File: src/hw/rtl/efd_pkg.sv
`default_nettype none
// ----------------------------------------------------------------------------
// efd_pkg
// shared types and constants for the escaped frame decoder
// ----------------------------------------------------------------------------
package efd_pkg;

    localparam int unsigned BYTE_W  = 8;
    localparam int unsigned KIND_W  = 3;
    localparam int unsigned PHASE_W = 3;

    typedef logic [BYTE_W-1:0]  byte_t;
    typedef logic [KIND_W-1:0]  kind_t;
    typedef logic [PHASE_W-1:0] phase_t;

    localparam phase_t PH_IDLE    = 3'd0;
    localparam phase_t PH_LEN     = 3'd1;
    localparam phase_t PH_LEN_ESC = 3'd2;
    localparam phase_t PH_DATA    = 3'd3;
    localparam phase_t PH_SUM     = 3'd4;
    localparam phase_t PH_SUM_ESC = 3'd5;

    localparam kind_t K_TYPE    = 3'd0;
    localparam kind_t K_PAYLOAD = 3'd1;
    localparam kind_t K_GOOD    = 3'd2;
    localparam kind_t K_BADSUM  = 3'd3;
    localparam kind_t K_ZEROLEN = 3'd4;

    localparam byte_t XOR_MASK     = 8'h20;
    localparam byte_t SUM_GOOD     = 8'hFF;
    localparam byte_t START_RESET  = 8'd126;
    localparam byte_t ESCAPE_RESET = 8'd125;

    localparam logic CFG_START  = 1'b0;
    localparam logic CFG_ESCAPE = 1'b1;

    typedef struct packed {
        logic  valid;
        kind_t kind;
        byte_t value;
        byte_t position;
    } result_t;

endpackage : efd_pkg
`default_nettype wire

File: src/hw/rtl/escaped_frame_decoder_unit.sv
`default_nettype none
// ----------------------------------------------------------------------------
// escaped_frame_decoder_unit
// byte-stuffed frame decoder with an additive checksum
//
// one received byte per s_ transaction on s_tdata. a start byte restarts
// framing at any point; the next byte is the length (type plus payload),
// followed by type, payload and a checksum byte. an escape byte is dropped and
// the byte after it is taken xor 0x20. each decoded type or payload byte and
// the final good, bad-checksum or zero-length verdict leave as one m_
// transaction; start, escape, nonzero length and idle bytes produce none.
// the kind travels on m_tuser, value and position on m_tdata.
// each accepted byte goes into the input register, through the combinational
// decode and into the result register that drives m_tvalid. throughput: one
// byte per cycle while the result register can advance; s_tready stays high
// while m_tready is high or the result register is empty.
// a stalled receiver holds the result register, and the input register then
// holds one more byte before s_tready drops.
// synchronous active-low reset returns to waiting for start, empties both
// registers and loads start 0x7e and escape 0x7d. configuration writes via
// cfg_wen / cfg_index / cfg_wdata take effect at once; the user must make
// them only while idle, as the block does not enforce it.
// ----------------------------------------------------------------------------
module escaped_frame_decoder_unit (
    input  wire logic        aclk,
    input  wire logic        aresetn,
    input  wire logic        cfg_wen,
    input  wire logic        cfg_index,
    input  wire logic [7:0]  cfg_wdata,
    input  wire logic        s_tvalid,
    output logic             s_tready,
    input  wire logic [7:0]  s_tdata,   // [7:0] rx_byte
    output logic             m_tvalid,
    input  wire logic        m_tready,
    output logic [15:0]      m_tdata,   // [7:0] value, [15:8] position
    output logic [2:0]       m_tuser    // [2:0] kind
);

    efd_pkg::byte_t  start_reg, escape_reg;
    efd_pkg::byte_t  in_byte_reg;
    logic            in_valid_reg;

    efd_pkg::phase_t phase_reg, phase_next;
    logic            esc_reg, esc_next;
    efd_pkg::byte_t  count_reg, count_next;
    efd_pkg::byte_t  flen_reg, flen_next;
    efd_pkg::byte_t  sum_reg, sum_next;

    efd_pkg::result_t res;
    logic             out_valid_reg;
    efd_pkg::kind_t   out_kind_reg;
    efd_pkg::byte_t   out_value_reg, out_pos_reg;

    logic            advance;
    efd_pkg::byte_t  b, bx, dsum, count_inc;

    assign advance  = !out_valid_reg || m_tready;
    assign s_tready = !in_valid_reg || advance;

    assign m_tvalid = out_valid_reg;
    assign m_tdata  = {out_pos_reg, out_value_reg};
    assign m_tuser  = out_kind_reg;

    always_comb begin
        b          = in_byte_reg;
        bx         = b ^ efd_pkg::XOR_MASK;
        phase_next = phase_reg;
        esc_next   = esc_reg;
        count_next = count_reg;
        flen_next  = flen_reg;
        sum_next   = sum_reg;
        res        = '0;
        count_inc  = count_reg + 8'd1;
        dsum       = '0;
        if (b == start_reg) begin
            esc_next   = 1'b0;
            count_next = '0;
            sum_next   = '0;
            phase_next = efd_pkg::PH_LEN;
        end else begin
            case (phase_reg)
                efd_pkg::PH_LEN, efd_pkg::PH_LEN_ESC: begin
                    if (phase_reg == efd_pkg::PH_LEN && b == escape_reg) begin
                        phase_next = efd_pkg::PH_LEN_ESC;
                    end else begin
                        dsum      = (phase_reg == efd_pkg::PH_LEN_ESC) ? bx : b;
                        flen_next = dsum;
                        if (dsum == 8'd0) begin
                            phase_next = efd_pkg::PH_IDLE;
                            res.valid  = 1'b1;
                            res.kind   = efd_pkg::K_ZEROLEN;
                        end else begin
                            phase_next = efd_pkg::PH_DATA;
                        end
                    end
                end
                efd_pkg::PH_DATA: begin
                    if (!esc_reg && b == escape_reg) begin
                        esc_next = 1'b1;
                    end else begin
                        esc_next   = 1'b0;
                        dsum       = esc_reg ? bx : b;
                        sum_next   = sum_reg + dsum;
                        count_next = count_inc;
                        res.valid  = 1'b1;
                        res.value  = dsum;
                        if (count_reg == 8'd0) begin
                            res.kind = efd_pkg::K_TYPE;
                        end else begin
                            res.kind     = efd_pkg::K_PAYLOAD;
                            res.position = count_reg - 8'd1;
                        end
                        if (count_inc == flen_reg) begin
                            phase_next = efd_pkg::PH_SUM;
                        end
                    end
                end
                efd_pkg::PH_SUM, efd_pkg::PH_SUM_ESC: begin
                    if (phase_reg == efd_pkg::PH_SUM && b == escape_reg) begin
                        phase_next = efd_pkg::PH_SUM_ESC;
                    end else begin
                        dsum       = (phase_reg == efd_pkg::PH_SUM_ESC) ? bx : b;
                        sum_next   = sum_reg + dsum;
                        phase_next = efd_pkg::PH_IDLE;
                        res.valid  = 1'b1;
                        if (sum_next == efd_pkg::SUM_GOOD) begin
                            res.kind  = efd_pkg::K_GOOD;
                            res.value = flen_reg - 8'd1;
                        end else begin
                            res.kind  = efd_pkg::K_BADSUM;
                        end
                    end
                end
                default: begin
                    phase_next = efd_pkg::PH_IDLE;
                end
            endcase
        end
    end

    always_ff @(posedge aclk) begin
        if (!aresetn) begin
            start_reg     <= efd_pkg::START_RESET;
            escape_reg    <= efd_pkg::ESCAPE_RESET;
            in_valid_reg  <= 1'b0;
            out_valid_reg <= 1'b0;
            phase_reg     <= efd_pkg::PH_IDLE;
            esc_reg       <= 1'b0;
            count_reg     <= '0;
            flen_reg      <= '0;
            sum_reg       <= '0;
        end else begin
            if (cfg_wen) begin
                if (cfg_index == efd_pkg::CFG_START) begin
                    start_reg <= cfg_wdata;
                end else begin
                    escape_reg <= cfg_wdata;
                end
            end
            if (s_tready) begin
                in_valid_reg <= s_tvalid;
            end
            if (advance) begin
                out_valid_reg <= in_valid_reg && res.valid;
            end
            if (in_valid_reg && advance) begin
                phase_reg <= phase_next;
                esc_reg   <= esc_next;
                count_reg <= count_next;
                flen_reg  <= flen_next;
                sum_reg   <= sum_next;
            end
        end
    end

    always_ff @(posedge aclk) begin
        if (s_tready && s_tvalid) begin
            in_byte_reg <= s_tdata;
        end
        if (advance && in_valid_reg && res.valid) begin
            out_kind_reg  <= res.kind;
            out_value_reg <= res.value;
            out_pos_reg   <= res.position;
        end
    end

endmodule : escaped_frame_decoder_unit
`default_nettype wire

File: config.mk
export PLATFORM = sky130hd
export DESIGN_NAME = escaped_frame_decoder_unit
export DESIGN_NICKNAME = d
export VERILOG_FILES = /design/src/hw/rtl/efd_pkg.sv /design/src/hw/rtl/escaped_frame_decoder_unit.sv
export SDC_FILE = /design/constraint.sdc
export NUM_CORES = 1
export LEC_CHECK = 0
export ABC_AREA = 1
export BUFFER_PORTS_ARGS = -buffer_cell sky130_fd_sc_hd__buf_2
export CAP_MARGIN = 25
export CORE_MARGIN = 10
export CORE_UTILIZATION = 60
export CTS_CLUSTER_DIAMETER = 80
export DETAILED_ROUTE_END_ITERATION = 8
export GPL_TIMING_DRIVEN = 1
export PLACE_DENSITY_LB_ADDON = 0.12
export RECOVER_POWER = 50
export SLEW_MARGIN = 20
export SYNTH_ARGS = -nofsm -noshare
export SYNTH_HDL_FRONTEND = slang
export SYNTH_SLANG_ARGS = --single-unit
File: constraint.sdc
create_clock -name aclk -period 5.95 [get_ports aclk]
set_input_delay 0.595 -clock aclk [delete_from_list [all_inputs] [get_ports aclk]]
set_output_delay 0.595 -clock aclk [all_outputs]
set_load 0.03 [all_outputs]
# == After elaboration in Yosys (flattened, before gate mapping) ==
# Cells that the tools add are included.
# word_totals
memories,0
wordCells,94
latchBits,0
mem_bits_rw,0
rom_bits,0
input_bits,22
output_inout_bits,21
reg_bits,73
# classes
n_bitwise,5
addsub,5
n_div,0
n_reduce_logical,26
order_cmp,0
mul,0
eq_ne,13
n_shift,0
muxes,32
# op_table
op,count
$mux 8,9
$mux 20,2
$pmux 8 s2,2
$eq 8x8->1,3
$mux 6,3
$add 8x8->8,2
$logic_not 8->1,2
$sub 8x1->8 const B,2
$mux 12,1
$mux 3,4
$pmux 4 s3,1
$ne 3x3->1 const B,3
$pmux 3 s3,1
$add 8x1->8 const B,1
$eq 8x8->1 const B,1
$mux 4,2
$reduce_and 4->1,2
$logic_and 1x1->1,7
$eq 3x2->1 const B,2
$eq 3x3->1 const B,2
$reduce_and 2->1,3
$reduce_and 3->1,2
$mux 1,5
$not 1->1,5
other kinds (9),14

# == Logic depth before layout (Yosys ltp) ==
# Gate-level depths: netlist of run 1.
# depth
ltp_word,9
depth_mapped,16
depth_no_buf,16

# == Worst setup path after synthesis of run 1 ==
# No wires, ideal clock.
# synth_timing
kind,flip-flop to flip-flop
from,register phase_reg[2]
to,register out_value_reg[0] (data pin)
t_arrival_ps,2160
path_buffers,0
setup_slack_ps,3644
synth_period_minus_slack_ps,2306
setup_time_ps,146
required_ps,5804
path_stages_with_launch,16
cell_sequence,dfxtp_1 > inv_1 > nor2_1 > nand2_1 > xor2_1 > inv_1 > ha_1 > nand2_1 > inv_1 > a21oi_1 > nand3_1 > nand2_1 > nand3_1 > nor2_4 > nand2_1 > a21oi_1
# synth_between
elab_chain_cells,7
word_cells_on_any_way,11
cone_classes,add/sub (1); eq/ne (4); mux (4); reduce/logical (2)
# synth_rtl
element,line_no,source
from (decl),escaped_frame_decoder_unit.sv:43,"efd_pkg::phase_t phase_reg, phase_next;"
from (signal assigned),escaped_frame_decoder_unit.sv:147,phase_reg <= efd_pkg::PH_IDLE;
from (signal assigned),escaped_frame_decoder_unit.sv:167,phase_reg <= phase_next;
$eq 3x3->1,"escaped_frame_decoder_unit.sv:81, escaped_frame_decoder_unit.sv:122",
$mux 6,escaped_frame_decoder_unit.sv:122,dsum = (phase_reg == efd_pkg::PH_SUM_ESC) ? bx : b;
$add 8x8->8,escaped_frame_decoder_unit.sv:123,sum_next = sum_reg + dsum;
$eq 8x8->1,escaped_frame_decoder_unit.sv:126,if (sum_next == efd_pkg::SUM_GOOD) begin
$mux 8,escaped_frame_decoder_unit.sv:126,
$mux 12,escaped_frame_decoder_unit.sv:119,if (phase_reg == efd_pkg::PH_SUM && b == escape_reg) begin
$pmux 8 s2 (*),escaped_frame_decoder_unit.sv:81,case (phase_reg)
to (signal assigned),escaped_frame_decoder_unit.sv:182,out_value_reg <= res.value;
to (decl),escaped_frame_decoder_unit.sv:52,"efd_pkg::byte_t out_value_reg, out_pos_reg;"
# Mark *: on every way between the ends. The rest lies on a longest branch, timed or not.
# A chain may end at the register's enable or synchronous reset.

# == Final worst setup path of run 1 ==
# layout_timing
from,register phase_reg[2]
to,register out_value_reg[7] (data pin)
# The elaborated chain is that of the path after synthesis.

==> results of run 1 <==
==> worst max path at each step <==
stage,to,depth (start not counted)
after floorplan,out_value_reg[0],15
after global placement,out_value_reg[3],15
after global routing,out_value_reg[2],11
after CTS,out_value_reg[7],15
after detailed placement,out_value_reg[7],15
final,out_value_reg[7],15
==> routing by layer <==
metal  global-route usage  wire length, um  vias to the layer above
li1                     -                -                     2034
met1                0.245             4850                     1839
met2                0.301             4750                      153
met3               0.0461              773                       18
met4               0.0804              217                        0
met5                    0                0                        -
==> Yosys cell counts, drive strengths merged <==
cell type  number
a21oi          46
a31oi           1
buf             7
clkbuf          5
clkinv          1
dfxtp          46
edfxtp         27
fa              1
ha             12
inv            81
nand2         182
nand3          51
nand4           9
nor2           70
nor3            8
o211ai          7
o21ai          27
or2             2
xnor2          11
xor2           14
==> power by group through the flow <==
stage	sequential (mW)	clock, mW	combinational, mW
6_report	0.554	0.393	0.151
5_1_grt	0.556	0.414	0.172
4_1_cts	0.554	0.393	0.151
3_5_place_dp	0.566	0	0.149
3_3_place_gp	0.565	0	0.146
2_1_floorplan	0.560	0	0.116
==> cells by family after synthesis <==
group	share of synthesized area
xor gates and xnor gates	0.0520
DFF	0.398
adders and majority gates	0.0391
AOI/OAI and AO/OA	0.0975
and+or+nand+nor	0.323
buffers and inverters	0.0903
==> stage by stage <==
stage	hold slack [ns]	cells
floorplan	0.444	608
global placement	0.460	734
detailed placement	0.466	734
CTS	0.413	750
global route	0.403	750
finish	0.418	750
==> critical path: stages (launching register included) <==
cell	delay [ns]
dfxtp_1	0.39
inv_1	0.10
nor2_1	0.33
nand2_1	0.13
xor2_1	0.16
inv_1	0.06
ha_1	0.33
nand2_1	0.10
inv_1	0.04
a21oi_1	0.19
nand3_1	0.13
nand2_1	0.11
nand3_1	0.12
nor2_4	0.19
nand2_1	0.08
a21oi_1	0.15
==> cell type report <==
cell class / instances / area [sq um]
inverters: 82 / 308
multi-input cells: 441 / 2200
fillers: 640 / 2160
repair buffers: 42 / 183
clock buffers: 11 / 141
clock inverters: 5 / 55.1
flip-flops and latches: 73 / 1730
well taps: 96 / 120
==> metrics.txt, run 1 <==
r2r worst-path depth=15; largest net degree at the start of global routing=38; commonest cells after routing, fill and taps aside=nand2_1 (174), inv_1 (71), nor2_1 (65); worst vdd ir=approximately 0.16 mV; Final Hold Fails=0; CP Launch Type=register; PD cells=232 nW/um^2; synthesis warning total=0; count of final setup violators=0; Max-Cap Viols=1; DR iter-0 viols=roughly 310; CP arrival=~3 ns; Psw=307 uW; Worst-Skew Late Latency=roughly 0.35 ns; Net Sw Frac=0.279; htree depth=3; setup ws final=around 3.2 ns; Nets=between 600 and 700; worst path required time=around 6.1 ns; GRT overflow=0; cts bufs inserted=9; first-pass GRT wire length=between 15 and 20 mm; hold depth=1; DPL Wire Length=approximately 7.9 mm; largest cells by area after synthesis=dfxtp_1 (21%), edfxtp_1 (19%), nand2_1 (15%); Slew @ Worst Pin=between 1 and 1.5 ns; crit path kind=reg -> reg; die area=around 11,000 sq um; Worst Path Max Fanout=8; Seq cells post-synth=73; area leader, netlist=dfxtp_1; proportion of layout cells with a drive suffix above 1=0.0994; I/O Pins=43; drt pass-1 iters=5; Final Instance Area=roughly 4700 sq um; relative slew slack=0.00160; Worst Setup End Kind=register; total core area=a little under 7000 sq um; final wirelength=roughly 11 mm; WL/cell=roughly 14 um; cts repair resizes=0; Final Cycle Share=0.463; top-area cell type share of the netlist area=0.212; Seq pwr share=0.505; Synth cell types=32; f_max=about 0.36 GHz; mapped cell area=4350 sq um; Fin Setup TNS=0 ns; CTS tree=yes; Comb power frac=0.137; Initial Utilization=0.630; syn nets=643; HP Class=in -> reg; chip width=roughly 110 um; Hold Path Sink=b[2]; clock share of power=0.358; Mapped Avg Cell Area=7.16 sq um; final slew viol count=0; clk_skew=0.00882 ns; clock root buffer=clkbuf_8; post-DR vias/cell=between 5 and 6; internal power=slightly below 800 uW; DRC violations left=0; clk slew on worst S/H paths=approximately 0.08 ns; crit path time final=approximately 2.8 ns; pre-CTS WS=about 3.3 ns; sequential area share after synthesis=0.398; Buffers on Ports=42; Layout area overhead=9.00%; failing checks=max-capacitance violations; All-Layer GR Usage=0.191; R2R setup slack=3.19 ns; placed cell areas=between 4000 and 5000 sq um; GPL Wtd Cong=0.908; Antenna Violating Nets Remaining=0; Mapped Cells=roughly 600; diodes inserted=0; Hold Crit Start=s_tdata[2]; worst r2r src=phase_reg[2]; Pleak=~2.2 nW; vias post-DR=roughly 4,000; vias in the first global route=between 3,000 and 4,000; die height=between 100 and 150 um; count of hold-fix buffers inserted at cts=0; clk buf depth=2; postcts setup bufs=0; status=complete, but fails checks; Finished Core Util=0.687; overall power=around 1.1 mW; antenna violations before repair=0; RSZ-0062 raised after global routing=no; most common cell after layout, fill and taps aside=nand2_1; Sink Count=73; FF-to-FF End=out_value_reg[7]; Row Count=30; crit path launch=phase_reg[2]
Note: power is estimated with default switching activity, not from simulation.
==> inputs of run 2 (changes only) <==
Settings changed: ABC_AREA 1 to 0, CORE_UTILIZATION 60 to 54.
Clock period 5.95 ns to 2.3 ns, I/O delays scaled along.
==> run 2 against run 1 <==
  * The flow finishes with violations (negative setup slack)
  * Total power rose to 2.7 times the previous value
  * Global-route usage rose by 2.0 points
  * Cell count fell by 5.5%
  * Sequential power rose to 2.5 times the previous value
  * Register-to-register slack got worse by 3.3 ns
  * Hold slack got worse by 0.37 ns
  * Via count rose by 3.8%
  * Die area rose by 8.0%
  * Sequential share of layout area fell by 6.5 points
  * Clock-buffer cell count fell by 2
  * Utilization rose by 6.3 points
  * Critical path type unchanged
  * Critical endpoint is now out_value_reg[5]
==> metrics.txt, run 2 <==
cts bufs inserted=9 (unchanged); FF-to-FF End=out_value_reg[5] (was out_value_reg[7]); DR iter-0 viols=331 (was 309); Sink Count=73 (unchanged); drt pass-1 iters=5 (unchanged); synthesis warning total=0 (unchanged); Initial Utilization=0.557 (was 0.630); f_max=0.413 GHz (was 0.363 GHz); Buffers on Ports=42 (unchanged); Psw=817 uW (was 307 uW); crit path time final=2.42 ns (was 2.76 ns); proportion of layout cells with a drive suffix above 1=0.326 (was 0.0994); crit path kind=reg -> reg (unchanged); crit path launch=phase_reg[2] (unchanged); Final Hold Fails=0 (unchanged); chip width=109 um (was 105 um); CP arrival=2.63 ns (was 2.95 ns); failing checks=negative setup slack (was max-capacitance violations); worst r2r src=phase_reg[2] (unchanged); Synth cell types=76 (was 32); GRT overflow=0 (unchanged); Seq. cell area=1740 sq um (was 1730 sq um); CP Launch Type=register (unchanged); Final Instance Area=5790 sq um (was 4740 sq um); RSZ-0062 raised after global routing=yes (was no); most frequent cell after synthesis=nand2_1 (unchanged); # placed instances=661 (was 734); CTS tree=yes (unchanged); clock root buffer=clkbuf_8 (unchanged); GPL Wtd Cong=0.864 (was 0.908); Worst Path Max Fanout=8 (unchanged); mapped cell area=4310 sq um (was 4350 sq um); PD cells=503 nW/um^2 (was 232 nW/um^2); area leader, netlist=dfxtp_1 (unchanged); worst path required time=2.50 ns (was 6.14 ns); Row Count=32 (was 30); DPL Wire Length=8.92 mm (was 7.88 mm); Antenna Violating Nets Remaining=0 (unchanged); antenna violations before repair=0 (unchanged); Non-Filler Instances=709 (was 750); All-Layer GR Usage=0.211 (was 0.191); Multi-input gate area=2680 sq um (was 2200 sq um); syn nets=510 (was 643); worst vdd ir=0.395 mV (was 0.162 mV); Post-synth EDFFs=27 (unchanged); Layout area overhead=34.5% (was 9.00%); relative slew slack=0.238 (was 0.00160); post-DR vias/cell=5.92 (was 5.39); status=complete, but fails checks (unchanged); Pleak=2.31 nW (was 2.24 nW); Nets=637 (was 684); most common cell after layout, fill and taps aside=buf_4 (was nand2_1); vias in the first global route=4,010 (was 3,860); Fin Setup TNS=-1.45 ns (was 0 ns); clk slew on worst S/H paths=0.08 ns (about the same); die height=109 um (was 105 um); Max-Cap Viols=0 (was 1); DRC violations left=0 (unchanged); clock share of power=0.358 (about the same); Net Sw Frac=0.280 (was 0.279); Synth top cells by count=nand2_1 (66), dfxtp_1 (46), nand3_1 (37), a21oi_1 (33), xnor2_1 (28) (was nand2_1 (174), inv_1 (70), nor2_1 (64), nand3_1 (49)); die area=11,900 sq um (was 11,100 sq um); count of hold-fix buffers inserted at cts=0 (unchanged); placed cell areas=5040 sq um (was 4600 sq um); setup ws final=-0.121 ns (was 3.19 ns); Mapped Avg Cell Area=9.07 sq um (was 7.16 sq um); internal power=2.10 mW (was 792 uW); Finished Core Util=0.750 (was 0.687); first-pass GRT wire length=20.1 mm (was 17.8 mm); HP Class=in -> reg (unchanged); largest cells by area after synthesis=dfxtp_1 (21%), edfxtp_1 (19%), nand2_1 (5.8%) (was dfxtp_1 (21%), edfxtp_1 (19%), nand2_1 (15%)); WL/cell=18.4 um (was 14.1 um); final slew viol count=0 (unchanged); diodes inserted=0 (unchanged); Worst Setup End Kind=register (unchanged); Seq pwr share=0.481 (was 0.505); I/O Pins=43 (unchanged); htree depth=3 (unchanged); R2R setup slack=-0.12 ns (was 3.19 ns); largest net degree at the start of global routing=24 (was 38); Seq cells post-synth=73 (unchanged); clk buf depth=2 (unchanged); Comb power frac=0.160 (was 0.137); sequential area share after synthesis=0.402 (was 0.398); clk_skew=0.0118 ns (was 0.00882 ns); vias post-DR=4,196 (was 4,044); top-area cell type share of the netlist area=0.214 (was 0.212); async set or reset register ratio after synthesis=0 (unchanged); CP endpoint=out_value_reg[5] (was out_value_reg[7]); Slew @ Worst Pin=1.14 ns (was 1.50 ns); Mapped Cells=475 (was 608); count of final setup violators=36 (was 0); Final Cycle Share=1.05 (was 0.463); r2r worst-path depth=10 (was 15); fill count=541 (was 640); Worst-Skew Late Latency=0.36 ns (was 0.35 ns); commonest cells after routing, fill and taps aside=buf_4 (82), nand2_1 (65), dfxtp_1 (43) (was nand2_1 (174), inv_1 (71), nor2_1 (65)); total core area=7730 sq um (was 6910 sq um); ys flop type=dfxtp_1 (unchanged); pre-CTS WS=-0.287 ns (was 3.28 ns); final wirelength=13.0 mm (was 10.6 mm)
[run 2: cell types whose count changed in the layout (fill, tap and decap cells not counted), moves of 7 or more]
cell	previous run	this run
nand3_1	49	33
nand2_1	174	65
o21ai_0	22	4
a21oi_1	46	28
nor2b_1	0	7
inv_2	10	0
xnor2_1	10	24
nor2_1	65	22
inv_1	71	13
buf_4	0	82
buf_6	0	14
[run 2: worst min path at each step]
stage / from / to / slack, ns / depth (start not counted)
finish: s_tdata[7] / b[7] / 0.05 / 1
global route: s_tdata[2] / b[2] / 0.03 / 1
CTS: s_tdata[2] / b[2] / 0.04 / 1
detailed placement: s_tdata[2] / b[2] / 0.41 / 1
global placement: s_tdata[5] / b[5] / 0.41 / 1
floorplan: s_tdata[0] / b[0] / 0.33 / 0
[run 2: what timing repair did]
action	4_1_cts	5_1_grt
pin swaps	18	25
endpoints found under the setup margin	30	60
gates resized for setup	25	38
setup buffers	22	12
[run 2: kinds of logic (layout without fill, tap and decap cells)]
logic type / after synthesis / count (layout) / share of synthesized area
flip-flops: 73 / 73 / 0.402
XOR/XNOR: 45 / 45 / 0.0915
AND/OR/NAND/NOR: 206 / 206 / 0.255
buffers and inverters: 40 / 172 / 0.0479
adder cells (fa/ha/maj): 13 / 13 / 0.0395
multiplexers: 4 / 4 / 0.00959
AO/OA/AOI/OAI: 94 / 94 / 0.155
[run 2: stage by stage]
stage / total power, mW / hold WS, ns
after floorplan: 1.66 / 0.329
after global placement: 1.80 / 0.408
after detailed placement: 1.81 / 0.408
after CTS: 2.87 / 0.0390
after global routing: 3.01 / 0.0323
final: 2.92 / 0.0461
[run 2: critical path: stages, from the launching register on]
cell     delay (ns)
dfxtp_4        0.37
inv_4          0.04
nor2_4         0.12
nand2_4        0.09
xnor2_4        0.14
ha_4           0.17
a21o_4         0.20
or4_4          0.54
a31oi_4        0.29
nand4_1        0.14
a21oi_2        0.15
[run 2: area by class of cell]
type / instances / area share
Multi-Input combinational cell: 362 / 0.463
Sequential cell: 73 / 0.300
Timing Repair Buffer: 141 / 0.170
Tap cell: 102 / 0.0220
Clock buffer: 9 / 0.0214
Clock inverter: 7 / 0.0136
Inverter: 15 / 0.0101
[run 2: routing by layer]
metal  GRT usage  vias to the layer above  part of all wire  wire length (um)
met2       0.357                      197              0.48              6300
met3      0.0427                       35             0.077              1000
met4      0.0511                        0             0.022               285
li1            -                     1965                 -                 -
met5           0                        -                 0                 0
met1       0.270                     1999              0.42              5440
[run 2: power groups by stage]
stage | sequential [mW] | combinational, mW | clock [mW]
global route | 1.41 | 0.503 | 1.10
detailed placement | 1.44 | 0.373 | 0
CTS | 1.40 | 0.425 | 1.04
finish | 1.40 | 0.468 | 1.04
floorplan | 1.42 | 0.232 | 0
global placement | 1.44 | 0.365 | 0
